===== config.mk =====
export PLATFORM = sky130hd
export DESIGN_NAME = hall_commutation_tacho_unit
export DESIGN_NICKNAME = d
export VERILOG_FILES = /design/src/sv/hct_pkg.sv /design/src/sv/hct_input_stage.sv /design/src/sv/hct_commutator.sv /design/src/sv/hall_commutation_tacho_unit.sv
export SDC_FILE = /design/constraint.sdc
export NUM_CORES = 1
export LEC_CHECK = 0
export BUFFER_PORTS_ARGS = -buffer_cell sky130_fd_sc_hd__buf_2
export CAP_MARGIN = 25
export CORE_ASPECT_RATIO = 0.7
export CORE_MARGIN = 4
export CORE_UTILIZATION = 30
export CTS_BUF_LIST = sky130_fd_sc_hd__clkbuf_8 sky130_fd_sc_hd__clkbuf_16
export DETAILED_ROUTE_END_ITERATION = 10
export PLACE_DENSITY = 0.52
export SLEW_MARGIN = 10
export SYNTH_ARGS = -nofsm -noshare
export SYNTH_HDL_FRONTEND = slang
export SYNTH_SLANG_ARGS = --single-unit

===== constraint.sdc =====
create_clock -name clock -period 8.8 [get_ports clock]
set_input_delay 0 -clock clock [delete_from_list [all_inputs] [get_ports clock]]
set_output_delay 0 -clock clock [all_outputs]
set_load 0.01 [all_outputs]

===== src/sv/hct_pkg.sv =====
// ----------------------------------------------------------------------------
// hct_pkg
// Shared types, constants and commutation tables for the hall commutation
// and tacho unit.
// ----------------------------------------------------------------------------
package hct_pkg;

   localparam int unsigned HALL_W  = 3;
   localparam int unsigned DUTY_W  = 16;
   localparam int unsigned LEVEL_W = 12;
   localparam int unsigned TACHO_W = 32;
   localparam int unsigned MAP_W   = 24;
   localparam int unsigned WRAP_W  = 16;
   localparam int unsigned MAG_W   = DUTY_W + 1;
   localparam int unsigned PROD_W  = MAG_W + WRAP_W;
   localparam int unsigned FRAC_W  = 15;

   localparam logic [2:0] LOW_OFF = 3'b111;

   // csr register indexes
   localparam logic CSR_HALL_MAP        = 1'b0;
   localparam logic CSR_SETTINGS_LOADED = 1'b1;

   // phase index of the PWM high side
   localparam logic [1:0] PHASE_U = 2'd0;
   localparam logic [1:0] PHASE_V = 2'd1;
   localparam logic [1:0] PHASE_W = 2'd2;

   typedef struct packed {
      logic [HALL_W-1:0]        hall_bits;
      logic signed [DUTY_W-1:0] duty_q15;
      logic                     fault_active;
   } hct_item_type;

   typedef struct packed {
      logic [MAP_W-1:0] hall_map;
      logic             settings_loaded;
   } hct_cfg_type;

   function automatic logic [1:0] high_phase(input logic [2:0] step);
      logic [1:0] ph;
      case (step)
         3'd1: ph = PHASE_V;
         3'd2: ph = PHASE_W;
         3'd3: ph = PHASE_W;
         3'd4: ph = PHASE_U;
         3'd5: ph = PHASE_U;
         3'd6: ph = PHASE_V;
         default: ph = PHASE_U;
      endcase
      return ph;
   endfunction

   function automatic logic [2:0] low_pin(input logic [2:0] step);
      logic [2:0] pin;
      case (step)
         3'd1: pin = 3'b001;
         3'd2: pin = 3'b001;
         3'd3: pin = 3'b010;
         3'd4: pin = 3'b010;
         3'd5: pin = 3'b100;
         3'd6: pin = 3'b100;
         default: pin = LOW_OFF;
      endcase
      return pin;
   endfunction

endpackage


===== src/sv/hct_input_stage.sv =====
// ----------------------------------------------------------------------------
// hct_input_stage
// Input register: captures one request and holds it until the commutation
// stage takes it.
// ----------------------------------------------------------------------------
module hct_input_stage (
   input  logic                  clock,
   input  logic                  reset,
   input  logic                  req_valid,
   output logic                  req_ready,
   input  hct_pkg::hct_item_type req_item,
   output logic                  out_valid,
   input  logic                  out_ready,
   output hct_pkg::hct_item_type out_item
);

   logic                  valid_ff;
   logic                  valid_in;
   hct_pkg::hct_item_type item_ff;

   assign req_ready = !valid_ff || out_ready;
   assign valid_in  = (req_valid && req_ready) || (valid_ff && !out_ready);

   always_ff @(posedge clock) begin
      if (reset) begin
         valid_ff <= 1'b0;
      end else begin
         valid_ff <= valid_in;
      end
   end

   always_ff @(posedge clock) begin
      if (req_valid && req_ready) begin
         item_ff <= req_item;
      end
   end

   assign out_valid = valid_ff;
   assign out_item  = item_ff;

endmodule


===== src/sv/hct_commutator.sv =====
// ----------------------------------------------------------------------------
// hct_commutator
// Step lookup, PWM level, low-side mask and tacho update; the state
// registers double as the response register.
// ----------------------------------------------------------------------------
module hct_commutator #(
   parameter int unsigned PWM_WRAP = 3299
) (
   input  logic                          clock,
   input  logic                          reset,
   input  hct_pkg::hct_cfg_type          cfg,
   input  logic                          in_valid,
   output logic                          in_ready,
   input  hct_pkg::hct_item_type         in_item,
   output logic                          rsp_valid,
   input  logic                          rsp_ready,
   output logic [hct_pkg::LEVEL_W-1:0]   rsp_level_u,
   output logic [hct_pkg::LEVEL_W-1:0]   rsp_level_v,
   output logic [hct_pkg::LEVEL_W-1:0]   rsp_level_w,
   output logic [2:0]                    rsp_low_side_mask,
   output logic [hct_pkg::TACHO_W-1:0]   rsp_tacho_count,
   output logic [hct_pkg::TACHO_W-1:0]   rsp_tacho_total,
   output logic                          rsp_spin_direction,
   output logic                          rsp_hall_invalid,
   output logic                          rsp_step_error
);

   localparam logic [hct_pkg::WRAP_W-1:0] WRAP = hct_pkg::WRAP_W'(PWM_WRAP);

   logic                            rsp_valid_ff, rsp_valid_in;
   logic [hct_pkg::HALL_W-1:0]      prev_hall_ff, prev_hall_in;
   logic                            prev_hall_valid_ff, prev_hall_valid_in;
   logic [2:0]                      prev_step_ff, prev_step_in;
   logic                            prev_step_valid_ff, prev_step_valid_in;
   logic [hct_pkg::DUTY_W-1:0]      prev_duty_ff, prev_duty_in;
   logic                            prev_duty_valid_ff, prev_duty_valid_in;
   logic [hct_pkg::TACHO_W-1:0]     tacho_ff, tacho_in;
   logic [hct_pkg::TACHO_W-1:0]     tacho_abs_ff, tacho_abs_in;
   logic                            dir_ff, dir_in;
   logic                            invalid_ff, invalid_in;
   logic                            error_ff, error_in;
   logic [hct_pkg::LEVEL_W-1:0]     drive_ff [3];
   logic [hct_pkg::LEVEL_W-1:0]     drive_in [3];
   logic [2:0]                      low_mask_ff, low_mask_in;

   logic                            advance;
   logic                            negative;
   logic                            hall_changed;
   logic                            duty_changed;
   logic [2:0]                      map_idx;
   logic [2:0]                      step;
   logic [hct_pkg::MAG_W-1:0]       mag;
   logic [hct_pkg::PROD_W-1:0]      product;
   logic [hct_pkg::LEVEL_W-1:0]     level;
   logic                            drive_off;
   logic signed [3:0]               diff_raw;
   logic signed [3:0]               diff;
   logic [1:0]                      diff_abs;

   assign in_ready = !rsp_valid_ff || rsp_ready;
   assign advance  = in_valid && in_ready;
   assign rsp_valid_in = advance || (rsp_valid_ff && !rsp_ready);

   always_comb begin
      negative     = in_item.duty_q15[hct_pkg::DUTY_W-1];
      hall_changed = !prev_hall_valid_ff || (prev_hall_ff != in_item.hall_bits);
      duty_changed = !prev_duty_valid_ff || (prev_duty_ff != in_item.duty_q15);
      map_idx      = negative ? in_item.hall_bits : ~in_item.hall_bits;
      step         = cfg.hall_map[5'(map_idx) * 5'd3 +: 3];

      mag = negative ? (hct_pkg::MAG_W'(0) - {1'b1, in_item.duty_q15})
                     : {1'b0, in_item.duty_q15};
      product = hct_pkg::PROD_W'(mag) * hct_pkg::PROD_W'(WRAP);
      level   = product[hct_pkg::FRAC_W +: hct_pkg::LEVEL_W];

      drive_off = (in_item.duty_q15 == '0) || in_item.fault_active
                  || !cfg.settings_loaded;

      // prev_step - step, folded into -3..3
      diff_raw = $signed({1'b0, prev_step_ff}) - $signed({1'b0, step});
      if (diff_raw < -4'sd3) begin
         diff = diff_raw + 4'sd6;
      end else if (diff_raw > 4'sd3) begin
         diff = diff_raw - 4'sd6;
      end else begin
         diff = diff_raw;
      end
      diff_abs = diff[3] ? 2'(-diff) : diff[1:0];

      prev_hall_in       = prev_hall_ff;
      prev_hall_valid_in = prev_hall_valid_ff;
      prev_step_in       = prev_step_ff;
      prev_step_valid_in = prev_step_valid_ff;
      prev_duty_in       = prev_duty_ff;
      prev_duty_valid_in = prev_duty_valid_ff;
      tacho_in           = tacho_ff;
      tacho_abs_in       = tacho_abs_ff;
      dir_in             = dir_ff;
      invalid_in         = invalid_ff;
      error_in           = error_ff;
      drive_in           = drive_ff;
      low_mask_in        = low_mask_ff;

      if (advance && (hall_changed || duty_changed)) begin
         if (step == 3'd0 || step == 3'd7) begin
            invalid_in = 1'b1;
         end else begin
            invalid_in  = 1'b0;
            drive_in[0] = '0;
            drive_in[1] = '0;
            drive_in[2] = '0;
            if (drive_off) begin
               low_mask_in = hct_pkg::LOW_OFF;
            end else begin
               drive_in[hct_pkg::high_phase(step)] = level;
               low_mask_in = hct_pkg::low_pin(step);
            end
            if (hall_changed && prev_step_valid_ff) begin
               if (diff >= -4'sd3 && diff <= 4'sd3) begin
                  tacho_in     = tacho_ff + {{(hct_pkg::TACHO_W-4){diff[3]}}, diff};
                  tacho_abs_in = tacho_abs_ff + hct_pkg::TACHO_W'(diff_abs);
                  dir_in       = (diff > 4'sd0);
               end else begin
                  error_in = 1'b1;
               end
            end
            prev_step_in       = step;
            prev_step_valid_in = 1'b1;
            prev_hall_in       = in_item.hall_bits;
            prev_hall_valid_in = 1'b1;
            prev_duty_in       = in_item.duty_q15;
            prev_duty_valid_in = 1'b1;
         end
      end
   end

   always_ff @(posedge clock) begin
      if (reset) begin
         rsp_valid_ff       <= 1'b0;
         prev_hall_ff       <= '0;
         prev_hall_valid_ff <= 1'b0;
         prev_step_ff       <= '0;
         prev_step_valid_ff <= 1'b0;
         prev_duty_ff       <= '0;
         prev_duty_valid_ff <= 1'b0;
         tacho_ff           <= '0;
         tacho_abs_ff       <= '0;
         dir_ff             <= 1'b0;
         invalid_ff         <= 1'b0;
         error_ff           <= 1'b0;
         drive_ff[0]        <= '0;
         drive_ff[1]        <= '0;
         drive_ff[2]        <= '0;
         low_mask_ff        <= hct_pkg::LOW_OFF;
      end else begin
         rsp_valid_ff       <= rsp_valid_in;
         prev_hall_ff       <= prev_hall_in;
         prev_hall_valid_ff <= prev_hall_valid_in;
         prev_step_ff       <= prev_step_in;
         prev_step_valid_ff <= prev_step_valid_in;
         prev_duty_ff       <= prev_duty_in;
         prev_duty_valid_ff <= prev_duty_valid_in;
         tacho_ff           <= tacho_in;
         tacho_abs_ff       <= tacho_abs_in;
         dir_ff             <= dir_in;
         invalid_ff         <= invalid_in;
         error_ff           <= error_in;
         drive_ff           <= drive_in;
         low_mask_ff        <= low_mask_in;
      end
   end

   assign rsp_valid          = rsp_valid_ff;
   assign rsp_level_u        = drive_ff[0];
   assign rsp_level_v        = drive_ff[1];
   assign rsp_level_w        = drive_ff[2];
   assign rsp_low_side_mask  = low_mask_ff;
   assign rsp_tacho_count    = tacho_ff;
   assign rsp_tacho_total    = tacho_abs_ff;
   assign rsp_spin_direction = dir_ff;
   assign rsp_hall_invalid   = invalid_ff;
   assign rsp_step_error     = error_ff;

endmodule


===== src/sv/hall_commutation_tacho_unit.sv =====
// Path: a request passes the input register, then commutation and tacho update into
// the state register, which drives the response.
// Throughput: one request per cycle while rsp_ready is high; low rsp_ready stalls it.
// Reset: synchronous; clears csr registers, tacho and history, levels to 0,
// low-side mask to all phases off.
// ----------------------------------------------------------------------------
// hall_commutation_tacho_unit
// Six-step hall commutation with signed and absolute tacho counters.
// ----------------------------------------------------------------------------
module hall_commutation_tacho_unit #(
   parameter int unsigned PWM_WRAP = 3299
) (
   input  logic                               clock,
   input  logic                               reset,
   input  logic                               csr_valid,
   output logic                               csr_ready,
   input  logic                               csr_index,
   input  logic [hct_pkg::MAP_W-1:0]          csr_wdata,
   input  logic                               req_valid,
   output logic                               req_ready,
   input  logic [hct_pkg::HALL_W-1:0]         req_hall_bits,
   input  logic signed [hct_pkg::DUTY_W-1:0]  req_duty_q15,
   input  logic                               req_fault_active,
   output logic                               rsp_valid,
   input  logic                               rsp_ready,
   output logic [hct_pkg::LEVEL_W-1:0]        rsp_level_u,
   output logic [hct_pkg::LEVEL_W-1:0]        rsp_level_v,
   output logic [hct_pkg::LEVEL_W-1:0]        rsp_level_w,
   output logic [2:0]                         rsp_low_side_mask,
   output logic [hct_pkg::TACHO_W-1:0]        rsp_tacho_count,
   output logic [hct_pkg::TACHO_W-1:0]        rsp_tacho_total,
   output logic                               rsp_spin_direction,
   output logic                               rsp_hall_invalid,
   output logic                               rsp_step_error
);

   hct_pkg::hct_cfg_type  cfg_ff;
   hct_pkg::hct_item_type req_item;
   hct_pkg::hct_item_type s1_item;
   logic                  s1_valid;
   logic                  s1_ready;

   assign csr_ready = 1'b1;

   always_ff @(posedge clock) begin
      if (reset) begin
         cfg_ff <= '0;
      end else if (csr_valid && csr_ready) begin
         case (csr_index)
            hct_pkg::CSR_HALL_MAP:        cfg_ff.hall_map <= csr_wdata;
            hct_pkg::CSR_SETTINGS_LOADED: cfg_ff.settings_loaded <= csr_wdata[0];
            default: ;
         endcase
      end
   end

   assign req_item.hall_bits    = req_hall_bits;
   assign req_item.duty_q15     = req_duty_q15;
   assign req_item.fault_active = req_fault_active;

   hct_input_stage u_input (
      .clock     (clock),
      .reset     (reset),
      .req_valid (req_valid),
      .req_ready (req_ready),
      .req_item  (req_item),
      .out_valid (s1_valid),
      .out_ready (s1_ready),
      .out_item  (s1_item)
   );

   hct_commutator #(
      .PWM_WRAP (PWM_WRAP)
   ) u_commutator (
      .clock              (clock),
      .reset              (reset),
      .cfg                (cfg_ff),
      .in_valid           (s1_valid),
      .in_ready           (s1_ready),
      .in_item            (s1_item),
      .rsp_valid          (rsp_valid),
      .rsp_ready          (rsp_ready),
      .rsp_level_u        (rsp_level_u),
      .rsp_level_v        (rsp_level_v),
      .rsp_level_w        (rsp_level_w),
      .rsp_low_side_mask  (rsp_low_side_mask),
      .rsp_tacho_count    (rsp_tacho_count),
      .rsp_tacho_total    (rsp_tacho_total),
      .rsp_spin_direction (rsp_spin_direction),
      .rsp_hall_invalid   (rsp_hall_invalid),
      .rsp_step_error     (rsp_step_error)
   );

   // low side is either fully off or exactly one pin
   a_low_mask_shape: assert property (@(posedge clock) disable iff (reset)
      $onehot(rsp_low_side_mask) || (rsp_low_side_mask == hct_pkg::LOW_OFF))
      else $error("low-side mask has more than one active pin");

   // at most one high side carries a PWM level
   a_one_high_side: assert property (@(posedge clock) disable iff (reset)
      $countones({rsp_level_u != '0, rsp_level_v != '0, rsp_level_w != '0}) <= 1)
      else $error("more than one high side driven");

   // phases off means no high-side level either
   a_off_means_off: assert property (@(posedge clock) disable iff (reset)
      (rsp_low_side_mask == hct_pkg::LOW_OFF) |->
      (rsp_level_u == '0 && rsp_level_v == '0 && rsp_level_w == '0))
      else $error("high side driven while phases off");

   // folded step difference always lies in -3..3
   a_no_step_error: assert property (@(posedge clock) disable iff (reset)
      !rsp_step_error)
      else $error("step difference out of range");

   // absolute tacho moves by at most three per request
   a_tacho_step: assert property (@(posedge clock) disable iff (reset)
      !$stable(rsp_tacho_total) |-> (rsp_tacho_total - $past(rsp_tacho_total)) <= 32'd3)
      else $error("absolute tacho jumped by more than three");

endmodule

==> results_dict.tcl, run 1 <==
set metrics [dict create \
    clockRootBuffer "clkbuf_16" \
    grt_pass1_wl_microns 54200 \
    yosysSeqAreaShare_pct 30.1 \
    synthesis.area_sq_um 12400 \
    htree_levels 4 \
    max_stage_delay_ns 0.77 \
    cts-buffers-inserted 17 \
    clkPwrFrac_pct 17.5 \
    num_vias 9993 \
    layout_common_cells "nand2_1, buf_2, dfxtp_1" \
    drt_iter0_drc 492 \
    synth_area_per_cell_sq_um 9.01 \
    finalHoldViolations 0 \
    ys_types 68 \
    synth_ff_type "dfxtp_1" \
    switching_power_mw 2.03 \
    final_layout_size_suffix_gt1_share_pct 14.6 \
    wirelength_microns 33400 \
    p_comb_share_pct 62.9 \
    synth_cells 1374 \
    core_area_sq_um 40200 \
    slowest_stage "edfxtp_1" \
    dieHeight_microns 178 \
    cp-start-kind "flip-flop" \
    drv_cap 0 \
    hold_depth 4 \
    drt_first_pass_iters 5 \
    initial_core_util_pct 30.8 \
    fin_nets 1788 \
    setup_viol 0 \
    timing.rr.start "u_input.out_item[16]" \
    antenna_found_initial 0 \
    port_buffers 157 \
    timing.rr.end "u_commutator.rsp_tacho_count[30]" \
    p_sw_share_pct 46.3 \
    ys_seq_elements 176 \
    period_minus_slack_ns 7.00 \
    clk_pin_slew_ns 0.07 \
    worstSkewPairLatency_ns 0.45 \
    reg2reg_depth 24 \
    critPathBufInv 4 \
    pwr-share-seq_pct 19.5 \
    ir_drop_v 0.000460 \
    path_delay_family "simple AND/OR/NAND/NOR gates" \
    synthArstFlopShare_pct 0 \
    hp-start "csr_index" \
    setup-tns-final_ns 0 \
    internal_power_mw 2.35 \
    cp_max_fo 35 \
    cp_data_required_time_ns 9.12 \
    path_cells "buf_4 -> mux4_2 -> mux2_2 -> nor2_1 -> nor2_1 -> ha_1 -> inv_1 -> fa_1 -> xor2_1 -> inv_2 -> ha_1 -> a21oi_1 -> o21bai_2 -> buf_4 -> ha_1 -> and3_1 -> a221oi_1 -> or4_1 -> nand2_1 -> a211oi_1 -> o41ai_1 -> nand2_1 -> nor3b_1 -> or4_1" \
    cts_setup_buffers 0 \
    reg2reg_slack_ns 1.80 \
    dieArea_sq_um 44600 \
    finalClockSkew_ns 0.0176 \
    outcome "complete, no violations" \
    num_rows 61 \
    grt_pass1_vias 10000 \
    drcViolationCount 0 \
    cellPowerDensity_nw_per_um2 296 \
    cts_tree "yes" \
    multi_input_area_sq_um 7940 \
    grt_max_degree 66 \
    hp-class "in -> reg" \
    period_share_pct 79.5 \
    drv_slew 0 \
    yosysWarnings 0 \
    tightest_slew_ns 0.880 \
    path_common_cell "ha_1" \
    dpl.hpwl_microns 25700 \
    nFillCells 4080 \
    track_usage_pct 15.1 \
    avgRoutedWirePerCell_microns 15.9 \
    area_growth_syn_to_layout_pct 19.5 \
    cts_max_path_buffers 2 \
    total_leakage_power_nw 6.82 \
    cp-end-kind "flip-flop" \
    worstSetupPathType "reg -> reg" \
    pin_count 159 \
    timing.slew.headroom_pct 41.3 \
    die_x_microns 251 \
    grt_remaining_overflow 0 \
    via_per_inst 4.75 \
    fmax_mhz 143 \
    synth_edf_count 20 \
    ff_latch_area_sq_um 3720 \
    finalWeightedCongestion 0.860 \
    drtAntennaViolNets 0 \
    cts_sinks 176 \
    cts_resized 0 \
    grt_setup_unrepaired "no" \
    hold_ws_ns 0.0306 \
    critPathArrivalTime_ns 7.32 \
    holdPathEnd "cfg_ff[5]" \
]
[what timing repair did]
action / CTS / global route
endpoints found under the hold margin: 47 / 0
hold buffers: 49 / 0
setup endpoints to repair: 0 / 0
[cells in the mapped netlist, drive strengths merged, types with 4 or more instances]
library cell	instances	area share (%)
mux2	7	0.64
nand2b	11	0.56
dfxtp	156	25
mux2i	20	1.6
nand3	36	1.6
nor2	101	3.1
o31ai	8	0.49
xor2	42	3.0
nand2	157	4.8
clkbuf	49	1.5
a211oi	9	0.55
fa	63	10
ha	119	12
nand3b	5	0.30
nor2b	12	0.61
or4	5	0.33
nand4	17	0.86
o211ai	7	0.42
o21bai	4	0.24
a31oi	8	0.40
a21oi	97	3.9
or3	5	0.25
a21o	27	1.6
a22o	30	2.1
nor4	13	0.76
buf	9	0.47
and3	17	0.86
xnor2	74	5.2
o21ai	32	1.3
o41ai	5	0.35
nor3	16	0.69
and4	4	0.28
o21a	6	0.36
and2	8	0.40
inv	134	4.1
nor3b	4	0.24
mux4	12	2.2
edfxtp	20	4.8
[flip-flops by register name (all words and copies together), names as in the netlist, 12 cells and up]
name and cells:
u_commutator.rsp_level_u 12, u_commutator.rsp_tacho_count 32, cfg_ff 25, u_commutator.rsp_level_w 12, u_commutator.rsp_tacho_total 32, u_input.out_item 20, u_commutator.prev_duty_ff 16, u_commutator.rsp_level_v 12
[cell type report]
type / instances / area share (%)
multi-input combinational: 1009 / 53.7
sequential: 176 / 25.2
timing repair buffer: 218 / 9.29
tap: 535 / 4.52
inverter: 134 / 3.40
clock buffer: 19 / 3.06
clock inverter: 13 / 0.863
antenna: 1 / 0.0169
[power by group through the flow]
stage / logic, mW / registers, mW / clock network (mW)
after floorplan: 2.09 / 0.863 / 0
after global placement: 2.70 / 0.874 / 0
after detailed placement: 2.73 / 0.874 / 0
after CTS: 2.77 / 0.856 / 0.794
after global routing: 3.15 / 0.858 / 0.825
final: 2.76 / 0.856 / 0.769
[metrics by stage]
stage | area, sq um | total power [mW] | utilization [%] | setup WS (ns) | std cells
final | 14800 | 4.38 | 36.8 | 1.80 | 2105
after global routing | 14800 | 4.83 | 36.8 | 1.26 | 2104
after CTS | 14800 | 4.42 | 36.8 | 1.83 | 2103
after detailed placement | 13700 | 3.61 | 34.1 | 1.87 | 2022
after global placement | 13700 | 3.58 | 34.1 | 2.05 | 2021
after floorplan | 12400 | 2.95 | - | 2.14 | 1377
[kinds of logic after synthesis]
kind of cell / Yosys count / share of synthesized area (%)
AO/OA/AOI/OAI: 253 / 13.2
XOR/XNOR: 116 / 8.27
adder cells (fa/ha/maj): 182 / 22.2
buffers and inverters: 192 / 6.02
flip-flops: 176 / 30.1
multiplexers: 39 / 4.44
other: 2 / 0.0606
AND/OR/NAND/NOR: 414 / 15.7
[per-layer routing]
| layer | wire length [microns] | part of all wire, % | track usage, % | vias up |
|---|---|---|---|---|
| met4 | 362 | 1.1 | 3.19 | 0 |
| met2 | 14300 | 43 | 22.9 | 176 |
| met3 | 1570 | 4.7 | 3.67 | 22 |
| met1 | 17200 | 51 | 21.8 | 4729 |
| li1 | - | - | - | 5066 |
| met5 | 0 | 0 | 0 | - |
[worst max-delay path by stage]
| stage | from | to | cells past startpoint |
|---|---|---|---|
| 2_1_floorplan | u_input.out_item[16] | u_commutator.rsp_tacho_count[30] | 23 |
| 3_3_place_gp | u_input.out_item[16] | u_commutator.rsp_tacho_count[30] | 24 |
| 3_5_place_dp | u_input.out_item[16] | u_commutator.rsp_tacho_count[30] | 24 |
| 4_1_cts | u_input.out_item[16] | u_commutator.rsp_tacho_count[30] | 24 |
| 5_1_grt | u_input.out_item[16] | u_commutator.rsp_tacho_count[30] | 24 |
| 6_report | u_input.out_item[16] | u_commutator.rsp_tacho_count[30] | 24 |
[worst register-to-register path, delay by kind of cell, from the launching register on]
kind | cells | cell delay [ns]
AOI/OAI and AO/OA | 5 | 0.89
xor gates and xnor gates | 1 | 0.40
adders and majority gates | 4 | 1.10
buffers and inverters | 4 | 0.82
DFF | 1 | 0.77
muxes | 2 | 0.81
and+or+nand+nor | 8 | 2.08
Power figures use the tool's default switching activity.
==> inputs of run 2 (changes only) <==
PLACE_DENSITY = 0.54   (was 0.52)
clock period = 6.1 ns   (was 8.8 ns; I/O delays follow)
==> results_dict.tcl, run 2 (synthesis gave the netlist of run 1 again) <==
set metrics [dict create \
    outcome "complete, no violations" \
    drcViolationCount 0 \
    track_usage_pct 16.3 \
    cp-end-kind "flip-flop" \
    antenna_found_initial 0 \
    grt_max_degree 71 \
    tightest_slew_ns 0.982 \
    htree_levels 4 \
    max_stage_delay_ns 0.57 \
    num_vias 10300 \
    path_common_cell "fa_1" \
    hold_ws_ns 0.00792 \
    clockRootBuffer "clkbuf_16" \
    cp_data_required_time_ns 6.44 \
    critPathArrivalTime_ns 6.22 \
    post_layout_nonfiller_instances 2156 \
    drtAntennaViolNets 0 \
    setup_viol 0 \
    wirelength_microns 36200 \
    hp-class "in -> reg" \
    initial_core_util_pct 30.8 \
    fin_nets 1839 \
    cp-start-kind "flip-flop" \
    setup_slack_ns 0.228 \
    timing.slew.headroom_pct 34.0 \
    finalClockSkew_ns 0.0132 \
    pre_cts_ws_ns 0.0390 \
    finalHoldViolations 0 \
    dpl.hpwl_microns 28200 \
    area_growth_syn_to_layout_pct 24.7 \
    worstSkewPairLatency_ns 0.45 \
    drv_cap 0 \
    cellPowerDensity_nw_per_um2 440 \
    fmax_mhz 170 \
    path_delay_family "adder cells" \
    period_minus_slack_ns 5.87 \
    clk_pin_slew_ns 0.08 \
    power_mw 6.79 \
    dieArea_sq_um 44600 \
    drt_iter0_drc 648 \
    via_per_inst 4.76 \
    drt_first_pass_iters 5 \
    cts-buffers-inserted 17 \
    slowest_stage "fa_1" \
    die_x_microns 251 \
    num_rows 61 \
    cp_max_fo 23 \
    grt_pass1_wl_microns 57600 \
    grt_pass1_vias 10300 \
    layout_common_cells "buf_2, nand2_1, dfxtp_1" \
    cts_sinks 176 \
    placed_cells 2063 \
    avgRoutedWirePerCell_microns 16.8 \
    cts_tree "yes" \
    ir_drop_v 0.000397 \
    path_cells "buf_12 -> buf_4 -> nand2_1 -> xnor2_1 -> xor2_2 -> fa_1 -> inv_1 -> fa_1 -> fa_1 -> inv_1 -> fa_1 -> inv_1 -> ha_1 -> nand4_1 -> nor2_1 -> a211oi_2 -> o2111ai_1 -> and2_1 -> a21o_1 -> a21oi_2 -> xnor2_2 -> a22o_1" \
    period_share_pct 96.3 \
    drv_slew 0 \
    core_area_sq_um 40200 \
    total_leakage_power_nw 7.16 \
    critPathBufInv 5 \
    grt_setup_unrepaired "yes" \
    cts_max_path_buffers 2 \
    grt_remaining_overflow 0 \
    fin_util_pct 38.4 \
    final_layout_size_suffix_gt1_share_pct 18.9 \
    port_buffers 157 \
    reg2reg_slack_ns 0.23 \
    pin_count 159 \
    finalWeightedCongestion 0.848 \
    dieHeight_microns 178 \
    layout.cells.most_common "buf_2" \
    worstSetupPathType "reg -> reg" \
]
[run 2: repair_timing]
action / CTS / global route
hold endpoints to repair: 47 / 0
hold buffers: 50 / 0
setup endpoints to repair: 0 / 41
buffers inserted: 0 / 7
resized for setup: 0 / 36
[run 2: final cells by class]
type	instances	area, sq um
diodes	1	2.50
well taps	535	669
inverters	134	503
fillers	4074	24800
clock buffers	18	439
clock inverters	14	200
repair buffers	269	1790
flip-flops and latches	176	3720
multi-input cells	1009	8120
[run 2: power breakdown]
| part | switching, mW | internal, mW | leakage, nW | total (mW) |
|---|---|---|---|---|
| Combinational | 2.49 | 1.85 | 5.38 | 4.34 |
| Sequential | 0.0274 | 1.20 | 1.46 | 1.23 |
| Clock | 0.519 | 0.705 | 0.318 | 1.22 |
| Total | 3.04 | 3.76 | 7.16 | 6.79 |
[run 2: final timing paths]
| check | startpoint | end | cells after the start |
|---|---|---|---|
| setup / recovery | u_input.out_item[16] | u_commutator.rsp_level_w[7] | 22 |
| hold / removal | csr_index | cfg_ff[21] | 4 |
| setup reg to reg | u_input.out_item[16] | u_commutator.rsp_level_w[7] | 22 |
| hold reg to reg | cfg_ff[22] | cfg_ff[22] | 2 |
[run 2: worst reg2reg max path, delay by kind of cell, from the launching register on]
kind                     cells  cell delay (ns)
AO/OA/AOI/OAI                5             1.04
XOR/XNOR                     3             0.79
adder cells (fa/ha/maj)      5             2.47
buffers and inverters        5             0.57
flip-flops                   1             0.38
AND/OR/NAND/NOR              4             0.51
[run 2: per-layer routing]
layer  vias to the layer above  share of wire [%]  global-route usage, %
met5                         -                  0                      0
met1                      4869                 53                   24.4
met3                        16                3.8                   2.96
li1                       5171                  -                      -
met2                       200                 43                   24.7
met4                         0               0.88                   3.33
[run 2: per-stage QoR]
| step | instance area (sq um) | TNS [ns] |
|---|---|---|
| 6_report | 15400 | 0 |
| 5_1_grt | 15400 | -0.540 |
| 4_1_cts | 15200 | 0 |
| 3_5_place_dp | 14000 | 0 |
| 3_3_place_gp | 14000 | 0 |
| 2_1_floorplan | 12400 | 0 |
